File: config.mk
export PLATFORM = sky130hd
export DESIGN_NAME = int8_conv1d_requant_maxpool_core
export DESIGN_NICKNAME = d
export VERILOG_FILES = /design/src/icrm_pkg.sv /design/src/icrm_datapath.sv /design/src/icrm_ctrl.sv /design/src/int8_conv1d_requant_maxpool_core.sv
export SDC_FILE = /design/constraint.sdc
export NUM_CORES = 2
export LEC_CHECK = 0
export BUFFER_PORTS_ARGS = -buffer_cell sky130_fd_sc_hd__buf_2
export CAP_MARGIN = 5
export CORE_AREA = 2 2 493 544
export DETAILED_ROUTE_END_ITERATION = 10
export DIE_AREA = 0 0 495 546
export PLACE_DENSITY = 0.79
export SLEW_MARGIN = 5
export SYNTH_ARGS = -nofsm -noshare
export SYNTH_HDL_FRONTEND = slang
export SYNTH_SLANG_ARGS = --single-unit
File: constraint.sdc
create_clock -name clk -period 10.69 [get_ports clk]
set_input_delay 1.069 -clock clk [delete_from_list [all_inputs] [get_ports clk]]
set_output_delay 1.069 -clock clk [all_outputs]
set_load 0.005 [all_outputs]
File: src/icrm_pkg.sv
// package for the int8 conv1d requant maxpool core: commands and row helpers
`timescale 1ns / 1ps
package icrm_pkg;
	typedef enum logic [1:0] {
		CMD_SAMPLE = 2'd0,
		CMD_WEIGHT = 2'd1,
		CMD_BIAS   = 2'd2,
		CMD_NONE   = 2'd3
	} cmd_t;

	typedef enum logic [1:0] {
		REG_IN_CH  = 2'd0,
		REG_OUT_CH = 2'd1,
		REG_SHIFT  = 2'd2,
		REG_RELU   = 2'd3
	} reg_idx_t;

	localparam logic signed [7:0] QMAX = 8'sd127;
	localparam logic signed [7:0] QMIN = -8'sd127;
	localparam logic signed [7:0] POOL_INIT = -8'sd128;
	localparam int ACC_W = 48;

	// controller to datapath
	typedef struct packed {
		logic       clr_acc;    // load bias for a new output
		logic       mac;        // one multiply-accumulate step
		logic       fold;       // requantise and fold into running max
		logic       shift_hist; // push current sample into history
		logic       clear_row;  // clear history and pool maxima
		logic       reset_max;  // pool window emitted
	} dp_cmd_t;
endpackage

File: src/icrm_datapath.sv
// datapath: coefficient stores, sample window, one shared mac and pooling maxima
`timescale 1ns / 1ps
module icrm_datapath import icrm_pkg::*; #(
	parameter int MAX_IN_CH  = 8,
	parameter int MAX_OUT_CH = 8,
	parameter int TAPS       = 5
) (
	input  logic                          clk,
	input  logic                          arst_n,
	input  dp_cmd_t                       cmd,
	input  logic                          wr_weight,
	input  logic                          wr_bias,
	input  logic [8:0]                    table_index,
	input  logic signed [31:0]            table_value,
	input  logic signed [7:0]             cur_sample [8],
	input  logic [$clog2(MAX_IN_CH)-1:0]  ic,
	input  logic [$clog2(TAPS)-1:0]       tap,
	input  logic [$clog2(TAPS)-1:0]       win_pos,
	input  logic [$clog2(MAX_OUT_CH)-1:0] oc,
	input  logic [4:0]                    shift_bits,
	input  logic                          relu_on,
	output logic signed [7:0]             max_value
);
	localparam int NW  = MAX_OUT_CH * MAX_IN_CH * TAPS;
	localparam int OCW = $clog2(MAX_OUT_CH);
	localparam int WAW = $clog2(NW);

	logic signed [7:0]  weight_mem [NW];
	logic signed [31:0] bias_q [MAX_OUT_CH];
	logic signed [7:0]  hist_q [TAPS-1][MAX_IN_CH];
	logic signed [7:0]  maxv_q [MAX_OUT_CH];
	logic signed [7:0]  w_rd_q;
	logic signed [7:0]  x_q;
	logic               x_v_q;
	logic signed [ACC_W-1:0] acc_q;
	logic [WAW-1:0]     w_addr;
	logic signed [7:0]  x_sel;
	logic               x_valid;
	logic signed [ACC_W-1:0] rnd, shifted;
	logic signed [7:0]  q;

	assign w_addr = WAW'((int'(oc) * MAX_IN_CH + int'(ic)) * TAPS + int'(tap));

	// window slot win_pos: history row or current sample, zero beyond the window
	always_comb begin
		x_valid = (int'(win_pos) + int'(tap)) < TAPS;
		x_sel = '0;
		if (x_valid) begin
			if ((int'(win_pos) + int'(tap)) == TAPS - 1)
				x_sel = (int'(ic) < 8) ? cur_sample[3'(ic)] : '0;
			else
				x_sel = hist_q[$clog2(TAPS-1)'(int'(win_pos) + int'(tap))][ic];
		end
	end

	always_ff @(posedge clk) begin
		if (wr_weight && int'(table_index) < NW)
			weight_mem[WAW'(table_index)] <= table_value[7:0];
		w_rd_q <= weight_mem[w_addr];
		x_q <= x_sel;
		x_v_q <= x_valid;
		if (wr_bias && int'(table_index) < MAX_OUT_CH)
			bias_q[OCW'(table_index)] <= table_value;
	end

	always_ff @(posedge clk) begin
		if (cmd.clr_acc)
			acc_q <= ACC_W'(bias_q[oc]);
		else if (cmd.mac && x_v_q)
			acc_q <= acc_q + ACC_W'(x_q * w_rd_q);
	end

	always_comb begin
		rnd = acc_q;
		if (shift_bits != 5'd0)
			rnd = acc_q + (ACC_W'(1) <<< (shift_bits - 5'd1));
		shifted = rnd >>> shift_bits;
		if (shifted > ACC_W'(127)) q = QMAX;
		else if (shifted < -ACC_W'(127)) q = QMIN;
		else q = shifted[7:0];
		if (relu_on && q < 0) q = '0;
	end

	always_ff @(posedge clk or negedge arst_n) begin
		if (!arst_n) begin
			for (int i = 0; i < TAPS-1; i++)
				for (int j = 0; j < MAX_IN_CH; j++) hist_q[i][j] <= '0;
			for (int i = 0; i < MAX_OUT_CH; i++) maxv_q[i] <= POOL_INIT;
		end else begin
			if (cmd.clear_row) begin
				for (int i = 0; i < TAPS-1; i++)
					for (int j = 0; j < MAX_IN_CH; j++) hist_q[i][j] <= '0;
			end else if (cmd.shift_hist) begin
				for (int i = 0; i < TAPS-2; i++) hist_q[i] <= hist_q[i+1];
				for (int j = 0; j < MAX_IN_CH; j++)
					hist_q[TAPS-2][j] <= (j < 8) ? cur_sample[j % 8] : '0;
			end
			if (cmd.reset_max || cmd.clear_row) begin
				for (int i = 0; i < MAX_OUT_CH; i++) maxv_q[i] <= POOL_INIT;
			end else if (cmd.fold && q > maxv_q[oc]) begin
				maxv_q[oc] <= q;
			end
		end
	end

	assign max_value = maxv_q[oc];
endmodule

File: src/icrm_ctrl.sv
// controller: sequences mac steps, pooling and result words per input word
`timescale 1ns / 1ps
module icrm_ctrl import icrm_pkg::*; #(
	parameter int MAX_IN_CH   = 8,
	parameter int MAX_OUT_CH  = 8,
	parameter int TAPS        = 5,
	parameter int POOL_LEN    = 5,
	parameter int MAX_ROW_LEN = 4096
) (
	input  logic                          clk,
	input  logic                          arst_n,
	input  logic                          in_valid,
	output logic                          in_stall,
	input  logic [1:0]                    in_cmd,
	input  logic                          in_eor,
	input  logic [3:0]                    in_channels,
	input  logic [3:0]                    out_channels,
	output logic                          wr_weight,
	output logic                          wr_bias,
	output logic                          sample_load,
	output dp_cmd_t                       cmd,
	output logic [$clog2(MAX_IN_CH)-1:0]  ic,
	output logic [$clog2(TAPS)-1:0]       tap,
	output logic [$clog2(TAPS)-1:0]       win_pos,
	output logic [$clog2(MAX_OUT_CH)-1:0] oc,
	input  logic signed [7:0]             max_value,
	output logic                          o_valid,
	input  logic                          o_stall,
	output logic [2:0]                    o_channel,
	output logic signed [7:0]             o_value,
	output logic                          o_last,
	output logic                          o_done
);
	localparam int PAD  = (TAPS - 1) / 2;
	localparam int RPAD = TAPS - 1 - PAD;
	localparam int PCW  = $clog2(MAX_ROW_LEN);
	localparam int PHW  = $clog2(POOL_LEN + 1);

	typedef enum logic [3:0] {
		S_IDLE, S_POS, S_BIAS, S_MAC, S_DRAIN, S_FOLD, S_NEXTOC, S_EMIT, S_WAIT, S_ENDPOS, S_END
	} state_t;

	state_t         state_q;
	logic [PCW-1:0] pos_q;
	logic [PHW-1:0] phase_q;
	logic           eor_q;
	logic [4:0]     nin, nout;

	always_comb begin
		nin = (in_channels == 4'd0) ? 5'd1 :
			(int'(in_channels) > MAX_IN_CH) ? 5'(MAX_IN_CH) : {1'b0, in_channels};
		nout = (out_channels == 4'd0) ? 5'd1 :
			(int'(out_channels) > MAX_OUT_CH) ? 5'(MAX_OUT_CH) : {1'b0, out_channels};
	end

	assign in_stall = (state_q != S_IDLE);

	always_comb begin
		wr_weight = 1'b0;
		wr_bias = 1'b0;
		sample_load = 1'b0;
		if (state_q == S_IDLE && in_valid) begin
			wr_weight = (in_cmd == CMD_WEIGHT);
			wr_bias = (in_cmd == CMD_BIAS);
			sample_load = (in_cmd == CMD_SAMPLE);
		end
		cmd = '0;
		cmd.clr_acc = (state_q == S_BIAS);
		cmd.mac = (state_q == S_MAC && !(ic == '0 && tap == '0)) || state_q == S_DRAIN;
		cmd.fold = (state_q == S_FOLD);
		cmd.reset_max = (state_q == S_WAIT && !o_stall && o_last);
		cmd.shift_hist = (state_q == S_END && !eor_q);
		cmd.clear_row = (state_q == S_END && eor_q);
	end

	assign o_valid = (state_q == S_WAIT);
	assign o_value = max_value;
	assign o_channel = 3'(oc);

	always_ff @(posedge clk or negedge arst_n) begin
		if (!arst_n) begin
			state_q <= S_IDLE;
			pos_q <= '0;
			phase_q <= '0;
			eor_q <= 1'b0;
			ic <= '0; tap <= '0; win_pos <= '0; oc <= '0;
			o_last <= 1'b0; o_done <= 1'b0;
		end else begin
			unique case (state_q)
				S_IDLE: if (in_valid && in_cmd == CMD_SAMPLE) begin
					eor_q <= in_eor;
					win_pos <= '0;
					state_q <= S_POS;
				end
				S_POS: begin
					oc <= '0;
					if (int'(pos_q) + int'(win_pos) < RPAD) state_q <= S_ENDPOS;
					else state_q <= S_BIAS;
				end
				S_BIAS: begin
					ic <= '0; tap <= '0;
					state_q <= S_MAC;
				end
				S_MAC: begin
					if (int'(tap) == TAPS - 1) begin
						tap <= '0;
						if (5'(ic) + 5'd1 == nin) state_q <= S_DRAIN;
						else ic <= ic + 1'b1;
					end else tap <= tap + 1'b1;
				end
				S_DRAIN: state_q <= S_FOLD;
				S_FOLD: state_q <= S_NEXTOC;
				S_NEXTOC: begin
					if (5'(oc) + 5'd1 == nout) begin
						oc <= '0;
						if (int'(phase_q) + 1 >= POOL_LEN) begin
							phase_q <= '0;
							o_last <= (nout == 5'd1);
							o_done <= 1'b0;
							state_q <= S_EMIT;
						end else begin
							phase_q <= phase_q + 1'b1;
							state_q <= S_ENDPOS;
						end
					end else begin
						oc <= oc + 1'b1;
						state_q <= S_BIAS;
					end
				end
				S_EMIT: begin
					// row_done goes on once the last window of this word is known
					if (eor_q && int'(win_pos) + POOL_LEN > RPAD) o_done <= 1'b1;
					state_q <= S_WAIT;
				end
				S_WAIT: if (!o_stall) begin
					if (o_last) begin
						oc <= '0;
						o_last <= 1'b0;
						state_q <= S_ENDPOS;
					end else begin
						oc <= oc + 1'b1;
						o_last <= (5'(oc) + 5'd2 == nout);
						state_q <= S_EMIT;
					end
				end
				S_ENDPOS: begin
					if (eor_q && int'(win_pos) < RPAD) begin
						win_pos <= win_pos + 1'b1;
						state_q <= S_POS;
					end else state_q <= S_END;
				end
				S_END: begin
					if (eor_q) begin
						pos_q <= '0;
						phase_q <= '0;
					end else if (int'(pos_q) < MAX_ROW_LEN - 1) pos_q <= pos_q + 1'b1;
					state_q <= S_IDLE;
				end
				default: state_q <= S_IDLE;
			endcase
		end
	end
endmodule

File: src/int8_conv1d_requant_maxpool_core.sv
// top level of the int8 conv1d requant maxpool core
`timescale 1ns / 1ps
// usage
// input channel: in_valid / in_stall; a word is taken when valid is high and stall low
// cmd 1 writes a weight, cmd 2 a bias; cmd 3 is dropped
// cmd 0 brings one row position; its output (two positions back) is computed
// by one shared multiplier, one tap per cycle
// an end_of_row word also flushes the right padding, up to two further positions
// each completed pool window gives out_channels result words on out_valid / out_stall;
// the sequencer waits while the receiver stalls
// the input is stalled for the whole time a position is worked on
// config writes use cfg_valid / cfg_ready / cfg_index / cfg_data, only while idle
// reset clears sample history, position count, pool phase and maxima at once;
// weight and bias stores hold nothing defined until written
module int8_conv1d_requant_maxpool_core import icrm_pkg::*; #(
	parameter int MAX_IN_CH   = 8,
	parameter int MAX_OUT_CH  = 8,
	parameter int TAPS        = 5,
	parameter int POOL_LEN    = 5,
	parameter int MAX_ROW_LEN = 4096
) (
	input  logic               clk,
	input  logic               arst_n,
	input  logic               in_valid,
	output logic               in_stall,
	input  logic [1:0]         cmd,
	input  logic [8:0]         table_index,
	input  logic signed [31:0] table_value,
	input  logic signed [7:0]  sample_0,
	input  logic signed [7:0]  sample_1,
	input  logic signed [7:0]  sample_2,
	input  logic signed [7:0]  sample_3,
	input  logic signed [7:0]  sample_4,
	input  logic signed [7:0]  sample_5,
	input  logic signed [7:0]  sample_6,
	input  logic signed [7:0]  sample_7,
	input  logic               end_of_row,
	output logic               out_valid,
	input  logic               out_stall,
	output logic [2:0]         out_channel,
	output logic signed [7:0]  pooled_value,
	output logic               last_of_run,
	output logic               row_done,
	input  logic               cfg_valid,
	output logic               cfg_ready,
	input  logic [1:0]         cfg_index,
	input  logic [31:0]        cfg_data
);
	logic [3:0] in_ch_q, out_ch_q;
	logic [4:0] shift_q;
	logic       relu_q;
	logic       wr_w, wr_b, s_load;
	dp_cmd_t    dcmd;
	logic [$clog2(MAX_IN_CH)-1:0]  ic;
	logic [$clog2(TAPS)-1:0]       tap, win_pos;
	logic [$clog2(MAX_OUT_CH)-1:0] oc;
	logic signed [7:0] maxv;
	logic signed [7:0] smp_q [8];

	assign cfg_ready = 1'b1;

	// configuration registers
	always_ff @(posedge clk or negedge arst_n) begin
		if (!arst_n) begin
			in_ch_q <= 4'd1; out_ch_q <= 4'd1; shift_q <= '0; relu_q <= 1'b0;
		end else if (cfg_valid && cfg_ready) begin
			unique case (reg_idx_t'(cfg_index))
				REG_IN_CH:  in_ch_q <= cfg_data[3:0];
				REG_OUT_CH: out_ch_q <= cfg_data[3:0];
				REG_SHIFT:  shift_q <= cfg_data[4:0];
				REG_RELU:   relu_q <= cfg_data[0];
				default: ;
			endcase
		end
	end

	// current position held for the whole computation
	always_ff @(posedge clk) begin
		if (s_load) begin
			smp_q[0] <= sample_0; smp_q[1] <= sample_1;
			smp_q[2] <= sample_2; smp_q[3] <= sample_3;
			smp_q[4] <= sample_4; smp_q[5] <= sample_5;
			smp_q[6] <= sample_6; smp_q[7] <= sample_7;
		end
	end

	icrm_ctrl #(.MAX_IN_CH(MAX_IN_CH), .MAX_OUT_CH(MAX_OUT_CH), .TAPS(TAPS),
		.POOL_LEN(POOL_LEN), .MAX_ROW_LEN(MAX_ROW_LEN)) u_ctrl (
		.clk, .arst_n, .in_valid, .in_stall, .in_cmd(cmd), .in_eor(end_of_row),
		.in_channels(in_ch_q), .out_channels(out_ch_q),
		.wr_weight(wr_w), .wr_bias(wr_b), .sample_load(s_load), .cmd(dcmd),
		.ic, .tap, .win_pos, .oc, .max_value(maxv),
		.o_valid(out_valid), .o_stall(out_stall), .o_channel(out_channel),
		.o_value(pooled_value), .o_last(last_of_run), .o_done(row_done)
	);

	icrm_datapath #(.MAX_IN_CH(MAX_IN_CH), .MAX_OUT_CH(MAX_OUT_CH), .TAPS(TAPS)) u_dp (
		.clk, .arst_n, .cmd(dcmd), .wr_weight(wr_w), .wr_bias(wr_b),
		.table_index, .table_value, .cur_sample(smp_q), .ic, .tap, .win_pos, .oc,
		.shift_bits(shift_q), .relu_on(relu_q), .max_value(maxv)
	);
endmodule

**After elaboration in Yosys (flattened, before gate mapping)**

Memory sizes are Yosys's and may differ from the RTL's. A register that Yosys moved wholly into a read port is not among the register bits.
Index checks and enable logic that the tools add are counted.

- Memories kept: 2
- Register bits after elaboration: 489
- ROM bits: 0
- Bits of input ports: 147
- Output and inout port bits: 16
- Latch bits: 0
- RAM bits: 2816

- Shifts and indexed selects: 2
- Reduce and logical (&&, ||, !) cells: 53
- Add/subtract/negate cells: 18
- $lt $le $gt $ge: 18
- Bitwise operators: 3
- Eq/ne operators: 31
- Divide/modulo/power cells: 0
- Multipliers: 2
- Mux-type cells: 74

Memories:

| name | depth | bits a word | read ports | clocked after memory_dff | wr ports | line | text |
|---|---|---|---|---|---|---|---|
| u_dp.weight_mem | 320 | 8 | 1 | 1 | 1 | icrm_datapath.sv:28 | `logic signed [7:0] weight_mem [NW];` |
| u_dp.bias_q | 8 | 32 | 1 | 0 | 1 | icrm_datapath.sv:29 | `logic signed [31:0] bias_q [MAX_OUT_CH];` |

Operators by type and width:

| operator | count |
|---|---|
| 256-bit 2-to-1 mux | 2 |
| 64-bit 2-to-1 mux | 4 |
| 48-bit 2-to-1 mux | 3 |
| 64-bit binary-select mux with 2-bit select | 1 |
| 48-bit adder | 2 |
| 8-bit 2-to-1 mux | 11 |
| 8-bit binary-select mux with 3-bit select | 3 |
| 64-bit bitwise mux | 1 |
| 48-bit by 8-bit greater-than comparator with 1-bit output (second input constant) | 1 |
| 48-bit by 8-bit < comparator with 1-bit output (second input constant) | 1 |
| 2-bit by 5-bit <<< shifter with 48-bit output (first input constant) | 1 |
| 48-bit by 5-bit >>> shifter with 48-bit output | 1 |
| 4-bit 2-to-1 mux | 11 |
| 4-bit case mux with 10 select lines | 1 |
| 3-bit 2-to-1 mux | 11 |
| 32-bit by 4-bit == test with 1-bit output (second input constant) | 1 |
| 32-bit by 4-bit greater-or-equal comparator with 1-bit output (second input constant) | 1 |
| 32-bit by 3-bit greater-than comparator with 1-bit output (second input constant) | 1 |
| 32-bit by 3-bit < comparator with 1-bit output (second input constant) | 1 |
| 32-bit by 4-bit < comparator with 1-bit output (second input constant) | 1 |
| 32-bit by 4-bit multiplier with 9-bit output (second input constant) | 1 |
| 8-bit demux with 3-bit select | 1 |
| 12-bit 2-to-1 mux | 2 |
| 3-bit case mux with 2 select lines | 4 |
| 51 further kinds | 134 |

**Longest topological paths before layout**

- Depth after elaboration: 15
- Depth in mapped cells: 44
- Mapped depth without buffers: 37

**By module**

A second synthesis with hierarchy kept.

- Cells, all modules: 8757
- Area, all modules: 148464.9 um2

By module, submodules not included:

| module | instances | seq. area each (um2) | area each (um2) | cells an instance |
|---|---|---|---|---|
| icrm_datapath | 1 | 94360.5 | 143149.8 | 8318 |
| icrm_ctrl | 1 | 850.8 | 2832.7 | 341 |
| int8_conv1d_requant_maxpool_core | 1 | 2274.7 | 2482.4 | 98 |

**Least setup slack after synthesis**

OpenSTA, ideal clock, no wires.

- Kind: reg2reg
- Start point: register shift_q[4]
- End point: register u_dp.maxv_q[24] in the netlist's numbering
- Path slack: 1.763 ns
- Data arrival time: 8.823 ns
- Cell stages (with the launch flop): 42
- Library setup time: 0.104 ns
- Cells stage by stage: dfrtp_1 -> clkbuf_1 -> inv_2 -> buf_1 -> buf_1 -> buf_1 -> xnor2_1 -> or2_2 -> nor2_1 -> ha_1 -> fa_1 -> a211oi_2 -> nor4_4 -> o31ai_4 -> or4_1 -> o211ai_1 -> a211o_1 -> a2111oi_4 -> [... 6 more ...] -> a211oi_2 -> inv_1 -> ha_1 -> nor2b_1 -> o21a_1 -> o21a_1 -> o21a_1 -> o21a_1 -> o21ai_0 -> nand2_1 -> o211ai_1 -> o21ai_0 -> nand3_1 -> nor2_1 -> nand2_1 -> clkbuf_1 -> nand3_1 -> o41ai_2

- Longest elaborated chain between the ends: 14
- Elaborated cells between the ends (all ways): 19
- Those cells by class: 2 x add/sub; 4 x order compare; 2 x shift; 7 x mux; 4 x reduce/logical

RTL lines:

| item | line | text |
|---|---|---|
| start, declared | int8_conv1d_requant_maxpool_core.sv:50 | `logic [4:0] shift_q;` |
| start signal, assigned | int8_conv1d_requant_maxpool_core.sv:70 | `REG_SHIFT: shift_q <= cfg_data[4:0];` |
| 5-bit by 1-bit subtractor with 5-bit output | icrm_datapath.sv:76 | `rnd = acc_q + (ACC_W'(1) <<< (shift_bits - 5'd1));` |
| 2-bit by 5-bit <<< shifter with 48-bit output | icrm_datapath.sv:76 |  |
| 48-bit adder | icrm_datapath.sv:76 |  |
| 48-bit 2-to-1 mux | icrm_datapath.sv:75 | `if (shift_bits != 5'd0)` |
| 48-bit by 5-bit >>> shifter with 48-bit output * | icrm_datapath.sv:77 | `shifted = rnd >>> shift_bits;` |
| 48-bit by 8-bit < comparator with 1-bit output | icrm_datapath.sv:79 | `else if (shifted < -ACC_W'(127)) q = QMIN;` |
| 8-bit 2-to-1 mux | icrm_datapath.sv:79 |  |
| 8-bit 2-to-1 mux * | icrm_datapath.sv:78 | `if (shifted > ACC_W'(127)) q = QMAX;` |
| 8-bit by 1-bit < comparator with 1-bit output | icrm_datapath.sv:81 | `if (relu_on && q < 0) q = '0;` |
| 1-bit logical AND | icrm_datapath.sv:81 |  |
| 8-bit 2-to-1 mux * | icrm_datapath.sv:81 |  |
| 8-bit greater-than comparator or 64-bit bitwise mux (tied branches) | icrm_datapath.sv:100, icrm_datapath.sv:101 |  |
| 1-bit logical AND or 64-bit 2-to-1 mux (tied branches) | icrm_datapath.sv:100 | `end else if (cmd.fold && q > maxv_q[oc]) begin` |
| 2-bit nonzero test (no line) or 64-bit 2-to-1 mux (tied branches) | n/a |  |
| end signal, assigned by index | icrm_datapath.sv:101 | `maxv_q[oc] <= q;` |
| end, declared | icrm_datapath.sv:31 | `logic signed [7:0] maxv_q [MAX_OUT_CH];` |

Every way passes the cells marked *; elsewhere a longest branch is shown, timed or not. The select of a mux whose other input is x is not followed.
A chain may end at the register's enable or synchronous reset.

**Worst setup path after layout**

- Start point: register shift_q[4]
- End point: register u_dp.maxv_q[22] in the netlist's numbering

The elaborated chain is that of the path after synthesis.

==> flow_summary.toml <==
[run_status]
status = "complete, no violations"

[pwr]
p_clk_frac = 0.199
ir_drop_mv = 0.5561
seqPwrFrac = 0.273
powerDensity_nw_per_um2 = 353.4
sw_frac_of_total = 0.4024
p_int_mw = 33.82
combinationalPowerShare = 0.527
leakage_nw = 52.83
p_switching_mw = 22.77

[die]
io_pins = 163
coreArea_um2 = 265400
fp-row-count = 199
floorplan.initialDensity = 0.5471
fp.dieW_um = 495
die_h_um = 546
dieArea_um2 = 270300

[placement]
post_dp_cell_area_um2 = 150000
port-buffer-count = 134
dp_slack_ns = 0.9845
gp_congestion = 0.9781
dp_hpwl_um = 227800

[drt]
wl_per_cell_um = 33.27
vias = 87030
first_pass_iters = 6
drt_iter0_markers = 13090
drc = 0
routed_wl_um = 418300
vias_per_cell = 6.921
antenna_left = 0

[final_layout]
synthToLayoutAreaGrowth_pct = 10.26
multiInputGateArea_um2 = 45400
design_area_um2 = 160100
layout-drive-gt1-share = 0.2144
fin_nets = 9158
n_fill_cell = 17843
regArea_um2 = 97500

[global_route]
grt_util_met2 = 0.4947
overflow = 0
grtUsageMet3 = 0.05822
grt_pass1_wl_um = 611400
grt_usage = 0.3079
grt_max_degree = 336
grtUsageMet1 = 0.4063
antenna_found_initial = 30
first_global_vias = 86703
busiest_layer = "met2"

[yosys]
synth_area_per_cell_um2 = 16.67
yosysWarnings = 0
ys_ff_latch = 3313
ys_types = 116
syn_inst = 8713
synth-main-ff-cell = "edfxtp_1"
synth-edff-count = 2928
synth_nets = 9073
yosysSeqAreaShare = 0.6713
netlist_area_um2 = 145200
synthArstFlopShare = 0.1111

[cts]
clock_latency_ns = 0.95
clock_sinks = 3313
clk_pin_slew_ns = 0.06
clockBufferDepth = 4
cts_inserted_buffers = 320
post_cts_buffers = 0
hold_buffers = 0
cts_tree = "done"
cts_root_buffer = "clkbuf_16"
cts_resized = 0
htreeDepth = 5

[timing]
finalSetupViolCount = 0
rsz0062_at_grt = "false"
finalCritPeriodShare = 0.9548
relSlewSlack = 0.08266
hold_violations = 0
tightest_slew_ns = 1.376
setup_slack_ns = 0.4827
fin_tns_setup_ns = 0
fmax_mhz = 97.97
fin_worst_skew_ns = 0.1134
fin_crit_ns = 10.21
slew_violations = 0

[critical_path]
max_stage_delay_ns = 0.82
worstPathRequired_ns = 11.43
worst_setup_path_start_kind = "register"
path_class = "reg2reg"
critical_path_buf_inv_count = 4
arrival_ns = 10.95
cp_max_fo = 23
cp_slowest_cell = "a2111oi_0"
critPathTopFamily = "compound AO/OA/AOI/OAI gates"
cp-end-kind = "register"

[min_path]
hold_class = "in2async"

[flow_run]
max-cap-violations = 0
-- cells in the final DEF, fill, tap and decap left out, types with 32 or more instances in the layout --
cell type and count:
edfxtp_1 2928, mux2i_1 106, and2_1 72, xor2_1 34
nand4_1 45, a21oi_1 216, nand2_1 851, and3_1 32
clkbuf_1 66, nand3_1 137, buf_2 125, xnor2_1 69
ha_1 150, clkinv_2 48, fa_1 58, a21o_1 55
dfrtp_1 350, o21ai_1 32, buf_4 152, o211ai_1 46
nor2_1 591, inv_1 136, mux2_2 45, mux4_2 1001
clkinv_1 60, a211oi_1 55, o21ai_0 464, clkbuf_16 325
nor3_1 50
-- routing by layer --
layer | up-vias | part of all wire
met4 | 22 | 0.059
met2 | 6486 | 0.49
met5 | - | 0.00038
met3 | 1294 | 0.10
met1 | 44524 | 0.35
li1 | 34704 | -
-- cells in the mapped netlist (all sizes together), types with 28 or more instances --
library cell,number,area [um^2]
edfxtp,2928,87920
mux4,1001,22540
nand2,862,3238
nor2,596,2247
o21ai,498,2500
clkbuf,388,1458
dfrtp,358,8959
a21oi,225,1149
ha,153,1914
buf,150,634.4
nand3,143,715.7
inv,139,521.8
mux2i,107,1084
and2,76,475.5
xnor2,75,656.9
a211oi,65,538.0
fa,60,1201
a21o,55,412.9
nor3,55,290.3
o211ai,47,366.6
mux2,45,506.7
nand4,45,281.5
xor2,36,315.3
nor4,35,276.5
and3,34,212.7
o21a,31,232.7
a31oi,29,181.4
or3,29,181.4
nand2b,28,175.2
nor2b,28,175.2
-- path summary, 6_finish.rpt --
path	start	endpoint	slack, ns	cells past startpoint
max in group asynchronous	arst_n	u_ctrl.ic[0]	8.85	2
max	shift_q[4]	u_dp.maxv_q[22]	0.48	34
max reg2reg	shift_q[4]	u_dp.maxv_q[22]	0.48	34
min in group clk	sample_7[5]	smp_q[5]	0.35	1
min	arst_n	u_dp.hist_q[187]	0.16	1
min reg2reg	u_dp.hist_q[242]	u_dp.hist_q[242]	0.47	2
-- cell type report --
class / instances / area share
Timing Repair Buffer: 301 / 0.01375
Sequential cell: 3313 / 0.6089
Clock inverter: 174 / 0.01003
Inverter: 142 / 0.003360
Tap cell: 3517 / 0.02748
Antenna cell: 13 / 0.0002032
Multi-Input combinational cell: 4720 / 0.2835
Clock buffer: 395 / 0.05268
-- registers in the layout, indices dropped and copies added, names as in the netlist, 3 cells and up --
name / cells
in_ch_q: 4
out_ch_q: 4
shift_q: 5
smp_q: 64
u_ctrl.ic: 3
u_ctrl.o_channel: 3
u_ctrl.phase_q: 3
u_ctrl.pos_q: 12
u_ctrl.state_q: 4
u_ctrl.tap: 3
u_ctrl.win_pos: 3
u_dp.acc_q: 48
u_dp.bias_q: 256
u_dp.hist_q: 256
u_dp.maxv_q: 64
u_dp.w_rd_q: 8
u_dp.weight_mem: 2560
u_dp.x_q: 8
-- metrics by stage --
| step | hold WS [ns] | std cells | power [mW] | util |
|---|---|---|---|---|
| 6_report | 0.1595 | 12575 | 56.59 | 0.6032 |
| 5_1_grt | 0.2075 | 12567 | 58.56 | 0.6032 |
| 4_1_cts | 0.1625 | 12562 | 56.26 | 0.6031 |
| 3_5_place_dp | 0.4651 | 11993 | 44.08 | 0.5653 |
| 3_3_place_gp | 0.4573 | 11993 | 43.47 | 0.5653 |
| 2_1_floorplan | 0.4446 | 8713 | 35.58 | - |
-- power groups by stage --
stage | logic, mW | registers (mW) | clock network (mW)
after global routing | 31.3 | 15.5 | 11.7
final | 29.8 | 15.5 | 11.3
after CTS | 29.5 | 15.4 | 11.3
after detailed placement | 28.4 | 15.7 | 0
after floorplan | 20.1 | 15.4 | 0
after global placement | 27.8 | 15.7 | 0
-- worst reg2reg max path: cells and delay by family, from the launching register on --
| kind | cells | cell delay (ns) |
|---|---|---|
| buffers and inverters | 4 | 0.91 |
| XOR/XNOR | 2 | 0.79 |
| AND/OR/NAND/NOR | 8 | 2.23 |
| adder cells (fa/ha/maj) | 2 | 0.79 |
| AO/OA/AOI/OAI | 17 | 4.37 |
| multiplexers | 1 | 0.31 |
| flip-flops | 1 | 0.69 |
-- cells by family (layout without fill, tap and decap cells) --
group                      after synthesis  in the layout  share of synthesized area
other                                    1             14                 0.00002582
and+or+nand+nor                       2003           2003                    0.06097
muxes                                 1153           1153                     0.1662
adders and majority gates              213            213                    0.02145
AOI/OAI and AO/OA                     1239           1239                    0.05529
buffers and inverters                  680           1012                    0.01808
xor gates and xnor gates               111            111                   0.006695
DFF                                   3313           3313                     0.6713
Power figures use the tool's default switching activity.
